## config.mk

```make
export PLATFORM = sky130hd
export DESIGN_NAME = math_expression_tokenizer_flat
export DESIGN_NICKNAME = d
export VERILOG_FILES = /design/src/design/mexp_pkg.sv /design/src/design/mexp_if.sv /design/src/design/math_expression_tokenizer.sv /design/src/design/mexp_datapath.sv /design/src/design/mexp_ctrl.sv /design/src/flat_wrapper.sv
export SDC_FILE = /design/constraint.sdc
export NUM_CORES = 1
export LEC_CHECK = 0
export BUFFER_PORTS_ARGS = -buffer_cell sky130_fd_sc_hd__buf_2
export CAP_MARGIN = 25
export CORE_ASPECT_RATIO = 1.25
export CORE_MARGIN = 1
export CORE_UTILIZATION = 47
export CTS_CLUSTER_SIZE = 30
export DETAILED_ROUTE_END_ITERATION = 12
export HOLD_SLACK_MARGIN = 0.02
export SKIP_LAST_GASP = 1
export SYNTH_ARGS = -nofsm -noshare
export SYNTH_HDL_FRONTEND = slang
export SYNTH_SLANG_ARGS = --single-unit
```

## constraint.sdc

```tcl
create_clock -name i_clk -period 5.55 [get_ports i_clk]
set_clock_uncertainty 0.1 [all_clocks]
set_input_delay 0 -clock i_clk [delete_from_list [all_inputs] [get_ports i_clk]]
set_output_delay 0 -clock i_clk [all_outputs]
set_load 0.02 [all_outputs]
```

## src/design/mexp_pkg.sv

```systemverilog
// shared types, token kinds, glyph table and character helpers for the tokenizer
// no dependencies; used by the top level, the datapath and the sequencer
`timescale 1ns / 1ps
`default_nettype none

package mexp_pkg;

    localparam int unsigned MEXP_MAX_BYTES       = 65535;
    localparam int unsigned MEXP_LOOKAHEAD_DEPTH = 4;

    // token kinds
    localparam logic [4:0] KIND_END       = 5'd0;
    localparam logic [4:0] KIND_NUMBER    = 5'd1;
    localparam logic [4:0] KIND_NAME      = 5'd2;
    localparam logic [4:0] KIND_PLUS      = 5'd3;
    localparam logic [4:0] KIND_MINUS     = 5'd4;
    localparam logic [4:0] KIND_STAR      = 5'd5;
    localparam logic [4:0] KIND_SLASH     = 5'd6;
    localparam logic [4:0] KIND_CARET     = 5'd7;
    localparam logic [4:0] KIND_SUPER     = 5'd8;
    localparam logic [4:0] KIND_LPAREN    = 5'd9;
    localparam logic [4:0] KIND_RPAREN    = 5'd10;
    localparam logic [4:0] KIND_LBRACKET  = 5'd11;
    localparam logic [4:0] KIND_RBRACKET  = 5'd12;
    localparam logic [4:0] KIND_COMMA     = 5'd13;
    localparam logic [4:0] KIND_EQUALS    = 5'd14;
    localparam logic [4:0] KIND_ASSIGN    = 5'd15;
    localparam logic [4:0] KIND_APPROX    = 5'd16;
    localparam logic [4:0] KIND_IDENTITY  = 5'd17;
    localparam logic [4:0] KIND_LESS      = 5'd18;
    localparam logic [4:0] KIND_LESSEQ    = 5'd19;
    localparam logic [4:0] KIND_GREATER   = 5'd20;
    localparam logic [4:0] KIND_GREATEREQ = 5'd21;
    localparam logic [4:0] KIND_BAD       = 5'd22;
    // internal marker for the radical glyph, never sent out
    localparam logic [4:0] KIND_RADICAL   = 5'd31;

    // superscript class of a glyph
    localparam logic [1:0] SUP_NONE  = 2'd0;
    localparam logic [1:0] SUP_DIGIT = 2'd1;
    localparam logic [1:0] SUP_MINUS = 2'd2;

    localparam int NGLYPHS = 21;

    localparam logic [1:0] G_LEN [NGLYPHS] = '{
        2'd2, 2'd3, 2'd3, 2'd3, 2'd2, 2'd2, 2'd3, 2'd2, 2'd3, 2'd3,
        2'd3, 2'd2, 2'd2, 2'd2, 2'd3, 2'd3, 2'd3, 2'd3, 2'd3, 2'd3, 2'd3};
    localparam logic [7:0] G_B0 [NGLYPHS] = '{
        8'hCF, 8'hE2, 8'hE2, 8'hE2, 8'hC3, 8'hC2, 8'hE2, 8'hC3, 8'hE2, 8'hE2,
        8'hE2, 8'hC2, 8'hC2, 8'hC2, 8'hE2, 8'hE2, 8'hE2, 8'hE2, 8'hE2, 8'hE2, 8'hE2};
    localparam logic [7:0] G_B1 [NGLYPHS] = '{
        8'h80, 8'h88, 8'h88, 8'h88, 8'h97, 8'hB7, 8'h8B, 8'hB7, 8'h89, 8'h89,
        8'h81, 8'hB9, 8'hB2, 8'hB3, 8'h81, 8'h81, 8'h81, 8'h81, 8'h81, 8'h81, 8'h81};
    localparam logic [7:0] G_B2 [NGLYPHS] = '{
        8'h00, 8'h9E, 8'h92, 8'h9A, 8'h00, 8'h00, 8'h85, 8'h00, 8'hA4, 8'hA5,
        8'hB0, 8'h00, 8'h00, 8'h00, 8'hB4, 8'hB5, 8'hB6, 8'hB7, 8'hB8, 8'hB9, 8'hBB};
    localparam logic [4:0] G_KIND [NGLYPHS] = '{
        KIND_NAME, KIND_NAME, KIND_MINUS, KIND_RADICAL, KIND_STAR, KIND_STAR,
        KIND_STAR, KIND_SLASH, KIND_LESSEQ, KIND_GREATEREQ,
        KIND_SUPER, KIND_SUPER, KIND_SUPER, KIND_SUPER, KIND_SUPER, KIND_SUPER,
        KIND_SUPER, KIND_SUPER, KIND_SUPER, KIND_SUPER, KIND_SUPER};
    localparam logic [1:0] G_SUP [NGLYPHS] = '{
        SUP_NONE, SUP_NONE, SUP_NONE, SUP_NONE, SUP_NONE, SUP_NONE, SUP_NONE,
        SUP_NONE, SUP_NONE, SUP_NONE,
        SUP_DIGIT, SUP_DIGIT, SUP_DIGIT, SUP_DIGIT, SUP_DIGIT, SUP_DIGIT,
        SUP_DIGIT, SUP_DIGIT, SUP_DIGIT, SUP_DIGIT, SUP_MINUS};

    typedef struct packed {
        logic       full;
        logic       prefix;
        logic [4:0] kind;
        logic [1:0] len;
        logic [1:0] sup;
    } t_gmatch;

    // one token as it leaves the block
    typedef struct packed {
        logic [4:0]  kind;
        logic [15:0] start_ofs;
        logic [15:0] end_ofs;
        logic        frac;
        logic        sup_valid;
    } t_tok;

    // controller to datapath
    typedef struct packed {
        logic load;
        logic step;
        logic eof;
        logic emit_end;
        logic flush;
    } t_cmd;

    // datapath to controller
    typedef struct packed {
        logic stop;
        logic emits;
        logic pend_valid;
        logic out_free;
    } t_stat;

    function automatic logic is_dig(input logic [7:0] c);
        return (c >= "0") && (c <= "9");
    endfunction

    function automatic logic is_nstart(input logic [7:0] c);
        return ((c >= "a") && (c <= "z")) || ((c >= "A") && (c <= "Z")) || (c == "_");
    endfunction

    function automatic logic is_ws(input logic [7:0] c);
        return (c == " ") || (c == 8'h09) || (c == 8'h0A) || (c == 8'h0D);
    endfunction

    function automatic logic is_rel(input logic [7:0] c);
        return (c == "=") || (c == ":") || (c == "~") || (c == "<") || (c == ">");
    endfunction

    // single ascii operator kind, two marks a following '='
    function automatic logic [4:0] ascii_kind(input logic [7:0] c, input logic two);
        logic [4:0] k;
        case (c)
            "+":     k = KIND_PLUS;
            "-":     k = KIND_MINUS;
            "*":     k = KIND_STAR;
            "/":     k = KIND_SLASH;
            "^":     k = KIND_CARET;
            "(":     k = KIND_LPAREN;
            ")":     k = KIND_RPAREN;
            "[":     k = KIND_LBRACKET;
            "]":     k = KIND_RBRACKET;
            ",":     k = KIND_COMMA;
            "=":     k = two ? KIND_IDENTITY : KIND_EQUALS;
            ":":     k = two ? KIND_ASSIGN : KIND_BAD;
            "~":     k = two ? KIND_APPROX : KIND_BAD;
            "<":     k = two ? KIND_LESSEQ : KIND_LESS;
            ">":     k = two ? KIND_GREATEREQ : KIND_GREATER;
            default: k = KIND_BAD;
        endcase
        return k;
    endfunction

    // glyph lookup over the held bytes, navail is the held count capped at 3
    function automatic t_gmatch glyph_match(input logic [7:0] b0, input logic [7:0] b1,
                                            input logic [7:0] b2, input logic [1:0] navail,
                                            input logic sup_only);
        t_gmatch r;
        logic    eq;
        r = '0;
        for (int i = 0; i < NGLYPHS; i++) begin
            eq = 1'b1;
            if (navail >= 2'd1 && b0 != G_B0[i]) eq = 1'b0;
            if (navail >= 2'd2 && b1 != G_B1[i]) eq = 1'b0;
            if (navail >= 2'd3 && G_LEN[i] == 2'd3 && b2 != G_B2[i]) eq = 1'b0;
            if (sup_only && G_SUP[i] == SUP_NONE) eq = 1'b0;
            if (eq) begin
                if (navail >= G_LEN[i]) begin
                    if (!r.full) begin
                        r.full = 1'b1;
                        r.kind = G_KIND[i];
                        r.len  = G_LEN[i];
                        r.sup  = G_SUP[i];
                    end
                end else begin
                    r.prefix = 1'b1;
                end
            end
        end
        return r;
    endfunction

endpackage

`default_nettype wire

```

## src/design/mexp_if.sv

```systemverilog
// valid/ready channels for text bytes in and tokens out
// no dependencies
`timescale 1ns / 1ps
`default_nettype none

interface mexp_in_if;
    logic       valid;
    logic       ready;
    logic [7:0] source_byte;
    logic       final_byte;
    modport source (output valid, output source_byte, output final_byte, input ready);
    modport sink   (input valid, input source_byte, input final_byte, output ready);
endinterface

interface mexp_out_if;
    logic        valid;
    logic        ready;
    logic [4:0]  token_kind;
    logic [15:0] token_start;
    logic [15:0] token_end;
    logic        has_fraction_or_exponent;
    logic        superscript_valid;
    logic        run_last;
    modport source (output valid, output token_kind, output token_start, output token_end,
                    output has_fraction_or_exponent, output superscript_valid,
                    output run_last, input ready);
    modport sink   (input valid, input token_kind, input token_start, input token_end,
                    input has_fraction_or_exponent, input superscript_valid,
                    input run_last, output ready);
endinterface

`default_nettype wire

```

## src/design/math_expression_tokenizer.sv

```systemverilog
// top level: byte-in, token-out tokenizer for utf-8 math expressions
// a byte is taken while idle, then the scanner steps decision by decision until it waits
// for more input, and the pending token is then flushed; after the final byte it makes
// its end-of-text decisions, waits and sends the end token before the flush
// a new byte is taken only back in idle, after the flush; a stalled output holds the block
// synchronous active-low reset returns the scanner to offset 0, idle, empty lookahead
`timescale 1ns / 1ps
`default_nettype none

module math_expression_tokenizer
    import mexp_pkg::*;
#(
    parameter int unsigned MAX_BYTES       = MEXP_MAX_BYTES,
    parameter int unsigned LOOKAHEAD_DEPTH = MEXP_LOOKAHEAD_DEPTH
) (
    input  wire logic  i_clk,
    input  wire logic  i_rst_n,
    mexp_in_if.sink    i_in,
    mexp_out_if.source o_out
);

    t_cmd  cmd;
    t_stat stat;

    // sequencer
    mexp_ctrl u_ctrl (
        .i_clk   (i_clk),
        .i_rst_n (i_rst_n),
        .i_in    (i_in),
        .i_stat  (stat),
        .o_cmd   (cmd)
    );

    // scanner datapath
    mexp_datapath #(
        .MAX_BYTES       (MAX_BYTES),
        .LOOKAHEAD_DEPTH (LOOKAHEAD_DEPTH)
    ) u_datapath (
        .i_clk   (i_clk),
        .i_rst_n (i_rst_n),
        .i_cmd   (cmd),
        .i_byte  (i_in.source_byte),
        .o_stat  (stat),
        .o_out   (o_out)
    );

endmodule

`default_nettype wire

```

## src/design/mexp_datapath.sv

```systemverilog
// scanner state, lookahead buffer, one scan decision per stepped cycle, pending and output token
// depends on mexp_pkg and mexp_out_if
`timescale 1ns / 1ps
`default_nettype none

module mexp_datapath
    import mexp_pkg::*;
#(
    parameter int unsigned MAX_BYTES       = MEXP_MAX_BYTES,
    parameter int unsigned LOOKAHEAD_DEPTH = MEXP_LOOKAHEAD_DEPTH
) (
    input  wire logic       i_clk,
    input  wire logic       i_rst_n,
    input  wire t_cmd       i_cmd,
    input  wire logic [7:0] i_byte,
    output t_stat           o_stat,
    mexp_out_if.source      o_out
);

    localparam int OW   = $clog2(longint'(MAX_BYTES) + 1);
    localparam int SUMW = OW + 1;
    localparam int CW   = $clog2(LOOKAHEAD_DEPTH + 1);
    localparam int IW   = $clog2(LOOKAHEAD_DEPTH);
    localparam int SW   = IW + 3;
    localparam logic [SUMW-1:0] MAXV = SUMW'(MAX_BYTES);

    typedef enum logic [2:0] {
        PH_IDLE, PH_NAME, PH_INT, PH_FRAC, PH_EXP, PH_EXPDIG, PH_SUPER
    } t_phase;

    localparam logic [1:0] ER_WAIT = 2'd0;
    localparam logic [1:0] ER_GO   = 2'd1;
    localparam logic [1:0] ER_BACK = 2'd2;

    logic [OW-1:0] r_off, r_tb;
    t_phase        r_phase;
    logic [7:0]    r_buf [LOOKAHEAD_DEPTH];
    logic [CW-1:0] r_cnt;
    logic          r_dot, r_sbad, r_sfm;
    logic [1:0]    r_scnt;
    t_tok          r_pend, r_out;
    logic          r_pv, r_ov, r_olast;

    // decision outputs
    logic          stop, emits, e_idle, e_frac, e_sv, set_tb;
    logic [4:0]    e_kind;
    logic [2:0]    adv, drop_k;
    t_phase        n_phase;
    logic          n_dot, n_sbad, n_sfm;
    logic [1:0]    n_scnt;
    logic [1:0]    navail;
    t_gmatch       gm;
    logic [7:0]    c;
    logic          two;
    logic [1:0]    er;
    logic [1:0]    ek;
    logic [SUMW-1:0] sum;
    logic [OW-1:0]   off_adv;
    t_tok            e_tok;

    assign c      = r_buf[0];
    assign navail = (r_cnt >= CW'(3)) ? 2'd3 : r_cnt[1:0];
    assign gm     = glyph_match(r_buf[0], r_buf[1], r_buf[2], navail, r_phase == PH_SUPER);
    assign two    = (r_cnt >= CW'(2)) && (r_buf[1] == "=");

    // exponent sign and digit check
    always_comb begin
        er = ER_BACK;
        ek = 2'd0;
        if (r_cnt == '0) begin
            er = ER_WAIT;
        end else if (is_dig(r_buf[0])) begin
            er = ER_GO;
        end else if (r_buf[0] == "+" || r_buf[0] == "-") begin
            ek = 2'd1;
            if (r_cnt < CW'(2)) er = ER_WAIT;
            else er = is_dig(r_buf[1]) ? ER_GO : ER_BACK;
        end else if (r_buf[0] == 8'hE2) begin
            ek = 2'd3;
            if (r_cnt < CW'(2)) er = ER_WAIT;
            else if (r_buf[1] != 8'h88) er = ER_BACK;
            else if (r_cnt < CW'(3)) er = ER_WAIT;
            else if (r_buf[2] != 8'h92) er = ER_BACK;
            else if (r_cnt < CW'(4)) er = ER_WAIT;
            else er = is_dig(r_buf[3]) ? ER_GO : ER_BACK;
        end
    end

    // one scan decision
    always_comb begin
        stop    = 1'b0;
        emits   = 1'b0;
        e_idle  = 1'b0;
        e_frac  = 1'b0;
        e_sv    = 1'b0;
        e_kind  = KIND_END;
        adv     = 3'd0;
        drop_k  = 3'd0;
        set_tb  = 1'b0;
        n_phase = r_phase;
        n_dot   = r_dot;
        n_sbad  = r_sbad;
        n_sfm   = r_sfm;
        n_scnt  = r_scnt;
        case (r_phase)
            PH_IDLE: begin
                if (r_cnt == '0) begin
                    stop = 1'b1;
                end else if (is_ws(c)) begin
                    adv    = 3'd1;
                    drop_k = 3'd1;
                end else if (is_dig(c)) begin
                    set_tb = 1'b1; adv = 3'd1; drop_k = 3'd1; n_dot = 1'b0;
                    n_phase = PH_INT;
                end else if (c == "." && r_cnt < CW'(2) && !i_cmd.eof) begin
                    stop = 1'b1;
                end else if (c == "." && r_cnt >= CW'(2) && is_dig(r_buf[1])) begin
                    set_tb = 1'b1; adv = 3'd1; drop_k = 3'd1; n_dot = 1'b1;
                    n_phase = PH_FRAC;
                end else if (is_nstart(c)) begin
                    set_tb = 1'b1; adv = 3'd1; drop_k = 3'd1; n_dot = 1'b0;
                    n_phase = PH_NAME;
                end else if (!gm.full && gm.prefix && !i_cmd.eof) begin
                    stop = 1'b1;
                end else if (gm.full && gm.sup != SUP_NONE) begin
                    set_tb  = 1'b1;
                    n_sbad  = 1'b0;
                    n_scnt  = 2'd1;
                    n_sfm   = (gm.sup == SUP_MINUS);
                    adv     = {1'b0, gm.len};
                    drop_k  = {1'b0, gm.len};
                    n_phase = PH_SUPER;
                end else if (gm.full && gm.kind == KIND_RADICAL && r_cnt < CW'(4)
                             && !i_cmd.eof) begin
                    stop = 1'b1;
                end else if (gm.full) begin
                    emits  = 1'b1;
                    e_idle = 1'b1;
                    if (gm.kind == KIND_RADICAL)
                        e_kind = (r_cnt >= CW'(4) && r_buf[3] == "(") ? KIND_NAME : KIND_BAD;
                    else
                        e_kind = gm.kind;
                    adv    = {1'b0, gm.len};
                    drop_k = {1'b0, gm.len};
                end else if (is_rel(c) && r_cnt < CW'(2) && !i_cmd.eof) begin
                    stop = 1'b1;
                end else begin
                    emits  = 1'b1;
                    e_idle = 1'b1;
                    e_kind = ascii_kind(c, two);
                    adv    = (two && is_rel(c)) ? 3'd2 : 3'd1;
                    drop_k = (two && is_rel(c)) ? 3'd2 : 3'd1;
                end
            end
            PH_SUPER: begin
                if (gm.full) begin
                    if (gm.sup == SUP_MINUS) begin
                        if (r_scnt != 2'd0) n_sbad = 1'b1;
                        else n_sfm = 1'b1;
                    end
                    if (r_scnt != 2'd2) n_scnt = r_scnt + 2'd1;
                    adv    = {1'b0, gm.len};
                    drop_k = {1'b0, gm.len};
                end else if (gm.prefix && !i_cmd.eof) begin
                    stop = 1'b1;
                end else begin
                    emits   = 1'b1;
                    e_kind  = KIND_SUPER;
                    e_sv    = !r_sbad && !(r_sfm && r_scnt == 2'd1);
                    n_phase = PH_IDLE;
                end
            end
            PH_EXP: begin
                if (er == ER_WAIT && !i_cmd.eof) begin
                    stop = 1'b1;
                end else if (er == ER_GO) begin
                    adv     = 3'({1'b0, ek}) + 3'd2;
                    drop_k  = 3'({1'b0, ek}) + 3'd1;
                    n_dot   = 1'b1;
                    n_phase = PH_EXPDIG;
                end else begin
                    // no exponent digits: number ends, the 'e' opens a name
                    emits   = 1'b1;
                    e_kind  = KIND_NUMBER;
                    e_frac  = r_dot;
                    set_tb  = 1'b1;
                    adv     = 3'd1;
                    n_phase = PH_NAME;
                end
            end
            default: begin
                if (r_cnt == '0) begin
                    if (!i_cmd.eof) begin
                        stop = 1'b1;
                    end else begin
                        emits   = 1'b1;
                        e_kind  = (r_phase == PH_NAME) ? KIND_NAME : KIND_NUMBER;
                        e_frac  = (r_phase == PH_NAME) ? 1'b0 : r_dot;
                        n_phase = PH_IDLE;
                    end
                end else if ((r_phase == PH_NAME) ? (is_nstart(c) || is_dig(c)) : is_dig(c)) begin
                    adv    = 3'd1;
                    drop_k = 3'd1;
                end else if (r_phase == PH_INT && c == ".") begin
                    n_dot   = 1'b1;
                    n_phase = PH_FRAC;
                    adv     = 3'd1;
                    drop_k  = 3'd1;
                end else if ((r_phase == PH_INT || r_phase == PH_FRAC) && (c == "e" || c == "E")) begin
                    drop_k  = 3'd1;
                    n_phase = PH_EXP;
                end else begin
                    emits   = 1'b1;
                    e_kind  = (r_phase == PH_NAME) ? KIND_NAME : KIND_NUMBER;
                    e_frac  = (r_phase == PH_NAME) ? 1'b0 : r_dot;
                    n_phase = PH_IDLE;
                end
            end
        endcase
    end

    // saturating offset advance
    assign sum     = {1'b0, r_off} + SUMW'(adv);
    assign off_adv = (sum > MAXV) ? MAXV[OW-1:0] : sum[OW-1:0];

    always_comb begin
        e_tok.kind      = e_kind;
        e_tok.start_ofs = e_idle ? 16'(r_off) : 16'(r_tb);
        e_tok.end_ofs   = e_idle ? 16'(off_adv) : 16'(r_off);
        e_tok.frac      = e_frac;
        e_tok.sup_valid = e_sv;
    end

    assign o_stat.stop       = stop;
    assign o_stat.emits      = emits;
    assign o_stat.pend_valid = r_pv;
    assign o_stat.out_free   = !r_ov || o_out.ready;

    // lookahead buffer contents
    always_ff @(posedge i_clk) begin
        logic [SW-1:0] src;
        if (i_cmd.load && r_cnt < CW'(LOOKAHEAD_DEPTH)) begin
            r_buf[r_cnt[IW-1:0]] <= i_byte;
        end else if (i_cmd.step) begin
            for (int i = 0; i < LOOKAHEAD_DEPTH; i++) begin
                src = SW'(i) + SW'(drop_k);
                if (src < SW'(LOOKAHEAD_DEPTH)) r_buf[i] <= r_buf[src[IW-1:0]];
            end
        end
    end

    // scanner state
    always_ff @(posedge i_clk) begin
        if (!i_rst_n || i_cmd.emit_end) begin
            r_off   <= '0;
            r_tb    <= '0;
            r_phase <= PH_IDLE;
            r_cnt   <= '0;
            r_dot   <= 1'b0;
            r_sbad  <= 1'b0;
            r_sfm   <= 1'b0;
            r_scnt  <= 2'd0;
        end else if (i_cmd.load) begin
            if (r_cnt < CW'(LOOKAHEAD_DEPTH)) r_cnt <= r_cnt + CW'(1);
        end else if (i_cmd.step) begin
            r_off   <= off_adv;
            if (set_tb) r_tb <= r_off;
            r_phase <= n_phase;
            r_cnt   <= r_cnt - CW'(drop_k);
            r_dot   <= n_dot;
            r_sbad  <= n_sbad;
            r_sfm   <= n_sfm;
            r_scnt  <= n_scnt;
        end
    end

    // pending token and output register
    always_ff @(posedge i_clk) begin
        if (!i_rst_n) begin
            r_pv <= 1'b0;
            r_ov <= 1'b0;
        end else if ((i_cmd.step && emits) || i_cmd.emit_end) begin
            // older pending token moves out, the new one takes its place
            if (r_pv) begin
                r_out   <= r_pend;
                r_olast <= 1'b0;
                r_ov    <= 1'b1;
            end else if (o_out.ready) begin
                r_ov <= 1'b0;
            end
            r_pv <= 1'b1;
            if (i_cmd.emit_end) begin
                r_pend.kind      <= KIND_END;
                r_pend.start_ofs <= 16'(r_off);
                r_pend.end_ofs   <= 16'(r_off);
                r_pend.frac      <= 1'b0;
                r_pend.sup_valid <= 1'b0;
            end else begin
                r_pend <= e_tok;
            end
        end else if (i_cmd.flush && r_pv) begin
            r_out   <= r_pend;
            r_olast <= 1'b1;
            r_ov    <= 1'b1;
            r_pv    <= 1'b0;
        end else if (o_out.ready) begin
            r_ov <= 1'b0;
        end
    end

    assign o_out.valid                    = r_ov;
    assign o_out.token_kind               = r_out.kind;
    assign o_out.token_start              = r_out.start_ofs;
    assign o_out.token_end                = r_out.end_ofs;
    assign o_out.has_fraction_or_exponent = r_out.frac;
    assign o_out.superscript_valid        = r_out.sup_valid;
    assign o_out.run_last                 = r_olast;

endmodule

`default_nettype wire

```

## src/design/mexp_ctrl.sv

```systemverilog
// sequencer: accepts a byte, steps the scanner until it waits, adds end after the final byte, flushes
// depends on mexp_pkg and mexp_in_if
`timescale 1ns / 1ps
`default_nettype none

module mexp_ctrl
    import mexp_pkg::*;
(
    input  wire logic  i_clk,
    input  wire logic  i_rst_n,
    mexp_in_if.sink    i_in,
    input  wire t_stat i_stat,
    output t_cmd       o_cmd
);

    typedef enum logic [2:0] {S_IDLE, S_SCAN, S_SCAN_EOF, S_END, S_FLUSH} t_state_e;

    t_state_e r_state, n_state;
    logic     r_final;
    logic     can_emit, go;

    assign can_emit = !i_stat.pend_valid || i_stat.out_free;
    assign go       = !i_stat.stop && (!i_stat.emits || can_emit);

    // commands and next state
    always_comb begin
        o_cmd      = '0;
        n_state    = r_state;
        i_in.ready = 1'b0;
        o_cmd.eof  = (r_state == S_SCAN_EOF);
        case (r_state)
            S_IDLE: begin
                i_in.ready = 1'b1;
                if (i_in.valid) begin
                    o_cmd.load = 1'b1;
                    n_state    = S_SCAN;
                end
            end
            S_SCAN: begin
                if (i_stat.stop) n_state = r_final ? S_SCAN_EOF : S_FLUSH;
                else o_cmd.step = go;
            end
            S_SCAN_EOF: begin
                if (i_stat.stop) n_state = S_END;
                else o_cmd.step = go;
            end
            S_END: begin
                if (can_emit) begin
                    o_cmd.emit_end = 1'b1;
                    n_state        = S_FLUSH;
                end
            end
            S_FLUSH: begin
                if (!i_stat.pend_valid) begin
                    n_state = S_IDLE;
                end else if (i_stat.out_free) begin
                    o_cmd.flush = 1'b1;
                    n_state     = S_IDLE;
                end
            end
            default: n_state = S_IDLE;
        endcase
    end

    // state and final-byte flag
    always_ff @(posedge i_clk) begin
        if (!i_rst_n) begin
            r_state <= S_IDLE;
            r_final <= 1'b0;
        end else begin
            r_state <= n_state;
            if (o_cmd.load) r_final <= i_in.final_byte;
        end
    end

endmodule

`default_nettype wire
```

## src/flat_wrapper.sv

```systemverilog
// flat-port wrapper written by rule: the top's interface ports become plain ports
module math_expression_tokenizer_flat import mexp_pkg::*;
#(
    parameter int unsigned MAX_BYTES       = MEXP_MAX_BYTES,
    parameter int unsigned LOOKAHEAD_DEPTH = MEXP_LOOKAHEAD_DEPTH
)
  (i_clk, i_rst_n, i_in_valid, i_in_source_byte, i_in_final_byte, i_in_ready, o_out_valid, o_out_token_kind, o_out_token_start, o_out_token_end, o_out_has_fraction_or_exponent, o_out_superscript_valid, o_out_run_last, o_out_ready);
  mexp_in_if i_in_i ();
  mexp_out_if o_out_i ();
  input  wire logic i_clk;
  input  wire logic i_rst_n;
  input wire logic [$bits(i_in_i.valid)-1:0] i_in_valid;
  input wire logic [$bits(i_in_i.source_byte)-1:0] i_in_source_byte;
  input wire logic [$bits(i_in_i.final_byte)-1:0] i_in_final_byte;
  output wire logic [$bits(i_in_i.ready)-1:0] i_in_ready;
  output wire logic [$bits(o_out_i.valid)-1:0] o_out_valid;
  output wire logic [$bits(o_out_i.token_kind)-1:0] o_out_token_kind;
  output wire logic [$bits(o_out_i.token_start)-1:0] o_out_token_start;
  output wire logic [$bits(o_out_i.token_end)-1:0] o_out_token_end;
  output wire logic [$bits(o_out_i.has_fraction_or_exponent)-1:0] o_out_has_fraction_or_exponent;
  output wire logic [$bits(o_out_i.superscript_valid)-1:0] o_out_superscript_valid;
  output wire logic [$bits(o_out_i.run_last)-1:0] o_out_run_last;
  input wire logic [$bits(o_out_i.ready)-1:0] o_out_ready;
  assign i_in_i.valid = i_in_valid;
  assign i_in_i.source_byte = i_in_source_byte;
  assign i_in_i.final_byte = i_in_final_byte;
  assign i_in_ready = i_in_i.ready;
  assign o_out_valid = o_out_i.valid;
  assign o_out_token_kind = o_out_i.token_kind;
  assign o_out_token_start = o_out_i.token_start;
  assign o_out_token_end = o_out_i.token_end;
  assign o_out_has_fraction_or_exponent = o_out_i.has_fraction_or_exponent;
  assign o_out_superscript_valid = o_out_i.superscript_valid;
  assign o_out_run_last = o_out_i.run_last;
  assign o_out_i.ready = o_out_ready;
  math_expression_tokenizer #(.MAX_BYTES(MAX_BYTES), .LOOKAHEAD_DEPTH(LOOKAHEAD_DEPTH)) u_core (.i_clk(i_clk), .i_rst_n(i_rst_n), .i_in(i_in_i), .o_out(o_out_i));
endmodule
```

==> out/results.ini <==
[final_layout]
fin_cells=1306
final_cell_mix=sky130_fd_sc_hd__edfxtp_1, sky130_fd_sc_hd__nor2_1, sky130_fd_sc_hd__nand2_1, sky130_fd_sc_hd__buf_4, sky130_fd_sc_hd__mux2i_1
seqCellArea_um2=4314
multiInputGateArea_um2=4831
commonest_non_fill_non_tap_cell_in_the_layout=sky130_fd_sc_hd__edfxtp_1
diodes=0
final.fill_count=1716
area_delta_synth_final_pct=16.50
final_layout_size_suffix_gt1_share_pct=22.29
nets=1054
core_utilization_of_the_finished_layout_pct=56.53

[cts]
h_tree_levels=4
clkLatencyLatePin_ns=0.43
clk_pin_slew_ns=0.08
ctsRootBufferMaster=sky130_fd_sc_hd__clkbuf_16
cts_sinks=160
cts_buffer_depth=2
tritoncts_clock_tree=done
tritoncts.num_buffers=17

[yosys]
synth.largest_area_cell=sky130_fd_sc_hd__edfxtp_1
synth.top_cell.area_share_pct=35.02
asyncSetResetFlopFracSynth_pct=0
synthesis.instances=943
synth_fp_nets=969
synth.ff_latch_count=160
synth.area.top_cells=sky130_fd_sc_hd__edfxtp_1, sky130_fd_sc_hd__dfxtp_1, sky130_fd_sc_hd__mux2i_1, sky130_fd_sc_hd__nor2_1, sky130_fd_sc_hd__a21oi_1
synthesis.area_per_instance_um2=10.09
number_of_enable_type_register_cells_in_the_synthesized_netlist=111
synthFlopType=sky130_fd_sc_hd__edfxtp_1
synth.distinct_cells=92
synth-seq-area-share_pct=45.33
post_synth_instance_area_um2=9517
yosysWarnings=0

[sta]
final.setup.tns_ns=0
timing.final.max_slew_violations=0
final_hold_viol_count=0
post-route-min-period_ns=5.208
max_freq_mhz=192.0
layout_worst_path_cycle_share_pct=93.84
report.final.setup_viol=0
worstMarginPinSlew_ns=1.103
timing.max_slew.rel_slack_pct=26.45
rsz0062_at_grt=no

[critical_path]
critPathLaunchType=flop
end_kind=flop
cp.arrival_ns=5.29
critical_path.top_delay_family=simple AND/OR/NAND/NOR gates
timing.critical_path.fanout_max=8
worst_path_largest_cell_delay_ns=0.52
reg2reg_from=u_core.u_datapath.r_buf[0][0]
reg2reg_depth=19
worstSetupPathType=reg -> reg
critPathBufInv=0
timing.critical_path.required_ns=5.64
r2r_end=u_core.u_datapath.r_pend[4]
worstPathCellList=nor4b_4 > nand2_2 > a2111oi_2 > or3_1 > a22o_1 > nor4_2 > nor3_1 > nor2_1 > ha_1 > fa_1 > and2_1 > o2111a_1 > nor2b_2 > and2_1 > and3_1 > and3_1 > nand3_1 > o21ai_0 > mux2_2
cp_slowest_cell=sky130_fd_sc_hd__edfxtp_1
regToRegSetupSlack_ns=0.34

[floorplan]
chipHeight_um=161.1
floorplan.die_area_um2=20820
floorplan.io_pins=55
initial_utilization_pct=48.52
rows=57
core_um2=19610
die_width_um=129.3

[global_routing]
globalRouteOverflowTotal=0
grt_use_total_pct=25.81
antenna_violations_before_repair=0
grt_first_pass_wirelength_um=41020
number_of_global_route_vias_before_repair=7573
maximum_number_of_pins_on_one_net_before_global_route_repair=44

[drt]
postRouteWirelength_um=25900
drtAntennaViolNets=0
remaining_drc_errors=0
drt-initial-drc-count=586
viasPerCell=6.069
routed_wl_per_cell_um=19.83
route.vias.total=7926
dr.pass1.iters=5

[hold_path]
hold-path-cell-count=5
hold_start=o_out_ready
min-delay-path-class=in -> reg
timing.hold.worst_endpoint=u_core.u_datapath.r_pv

[run]
drv_cap=0

[placed_design]
dp_hpwl_um=18730
globalplace.congestion=0.9703
place.detailed.instances=1256
placement.io_buffers=54

[power_and_ir_drop]
leakage_nw=4.116
ir_drop_mv=0.2533
power_per_cell_area_nw_per_um2=340.2

[status]
run_status=completed

[final cells by class]
class | count | area share, %
clock buffers | 17 | 3.837
clock inverters | 15 | 1.614
inverters | 26 | 0.8803
multi-input cells | 690 | 43.57
flip-flops and latches | 160 | 38.91
well taps | 265 | 2.991
repair buffers | 133 | 8.193
[per-stage QoR]
stage	hold slack, ns	setup slack (ns)	total power, mW	cell area (µm²)
floorplan	0.02817	0.4870	2.224	9517
global placement	0.1731	0.2122	2.568	10300
detailed placement	0.1807	0.1300	2.564	10300
CTS	0.02875	0.08712	3.766	11040
global route	0.09008	0.01623	3.938	11090
finish	0.03687	0.3417	3.772	11090
[power by group]
| part | switching, mW | internal (mW) |
|---|---|---|
| clock | 0.582 | 0.613 |
| combinational | 0.692 | 0.469 |
| sequential | 0.0780 | 1.34 |
[flip-flops by register name (all words and copies together), names as in the netlist, 2 cells and up]
register                             cells
u_core.u_datapath.r_buf                 32
u_core.u_datapath.r_cnt                  3
u_core.u_datapath.r_scnt                 2
u_core.u_datapath.o_out.token_end       16
u_core.u_datapath.r_phase                3
u_core.u_datapath.r_off                 16
u_core.u_datapath.o_out.token_start     16
u_core.u_datapath.r_tb                  16
u_core.u_datapath.r_pend                39
u_core.u_ctrl.r_state                    3
u_core.u_datapath.o_out.token_kind       5
[worst max path at each step]
stage                                   from                            to  slack, ns  cells past startpoint
6_report       u_core.u_datapath.r_buf[0][0]   u_core.u_datapath.r_pend[4]       0.34                     19
2_1_floorplan  u_core.u_datapath.r_buf[1][2]  u_core.u_datapath.r_pend[15]       0.49                     22
3_5_place_dp   u_core.u_datapath.r_buf[1][2]  u_core.u_datapath.r_pend[10]       0.13                     19
5_1_grt        u_core.u_datapath.r_buf[1][2]   u_core.u_datapath.r_pend[4]       0.02                     19
3_3_place_gp   u_core.u_datapath.r_buf[1][2]  u_core.u_datapath.r_pend[15]       0.21                     19
4_1_cts        u_core.u_datapath.r_buf[1][2]  u_core.u_datapath.r_pend[10]       0.09                     19
[cells in the mapped netlist, types with 11 or more instances]
library cell	count
sky130_fd_sc_hd__a211oi_1	13
sky130_fd_sc_hd__a21oi_1	62
sky130_fd_sc_hd__a31oi_1	20
sky130_fd_sc_hd__and2_1	14
sky130_fd_sc_hd__and3_1	15
sky130_fd_sc_hd__buf_2	20
sky130_fd_sc_hd__clkbuf_1	36
sky130_fd_sc_hd__dfxtp_1	49
sky130_fd_sc_hd__edfxtp_1	111
sky130_fd_sc_hd__ha_1	11
sky130_fd_sc_hd__inv_1	25
sky130_fd_sc_hd__mux2_2	21
sky130_fd_sc_hd__mux2i_1	63
sky130_fd_sc_hd__nand2_1	80
sky130_fd_sc_hd__nand3_1	20
sky130_fd_sc_hd__nand4_1	20
sky130_fd_sc_hd__nor2_1	91
sky130_fd_sc_hd__nor2b_1	18
sky130_fd_sc_hd__nor3_1	21
sky130_fd_sc_hd__o21ai_0	23
sky130_fd_sc_hd__o22ai_1	11
[worst reg2reg max path, delay by kind of cell, from the launching register on]
family / cells / cell delay, ns
compound gates: 4 / 1.10
mux: 1 / 0.30
flops: 1 / 0.52
simple gates: 12 / 2.35
fa+ha+maj: 2 / 0.61
[cell families after synthesis]
| family | after synthesis | share of synthesized area [%] |
|---|---|---|
| AO/OA/AOI/OAI | 220 | 16.08 |
| XOR/XNOR | 7 | 0.6442 |
| adder cells (fa/ha/maj) | 13 | 1.867 |
| buffers and inverters | 93 | 4.299 |
| flip-flops | 160 | 45.33 |
| multiplexers | 93 | 11.15 |
| AND/OR/NAND/NOR | 357 | 20.63 |
[timing repair]
action,in CTS,in global routing
hold endpoints to repair,38,0
hold buffers,13,0
gates resized for setup,0,6
buffers inserted,0,5
setup endpoints to repair,0,24
[layer usage]
| metal | track usage, % | wire length [µm] | vias to the layer above |
|---|---|---|---|
| li1 | - | - | 3762 |
| met1 | 30.62 | 10410 | 3838 |
| met2 | 45.63 | 13610 | 273 |
| met3 | 3.577 | 1083 | 53 |
| met4 | 11.93 | 791 | 0 |
| met5 | 0 | 0 | - |
(Power assumes the default switching activity.)
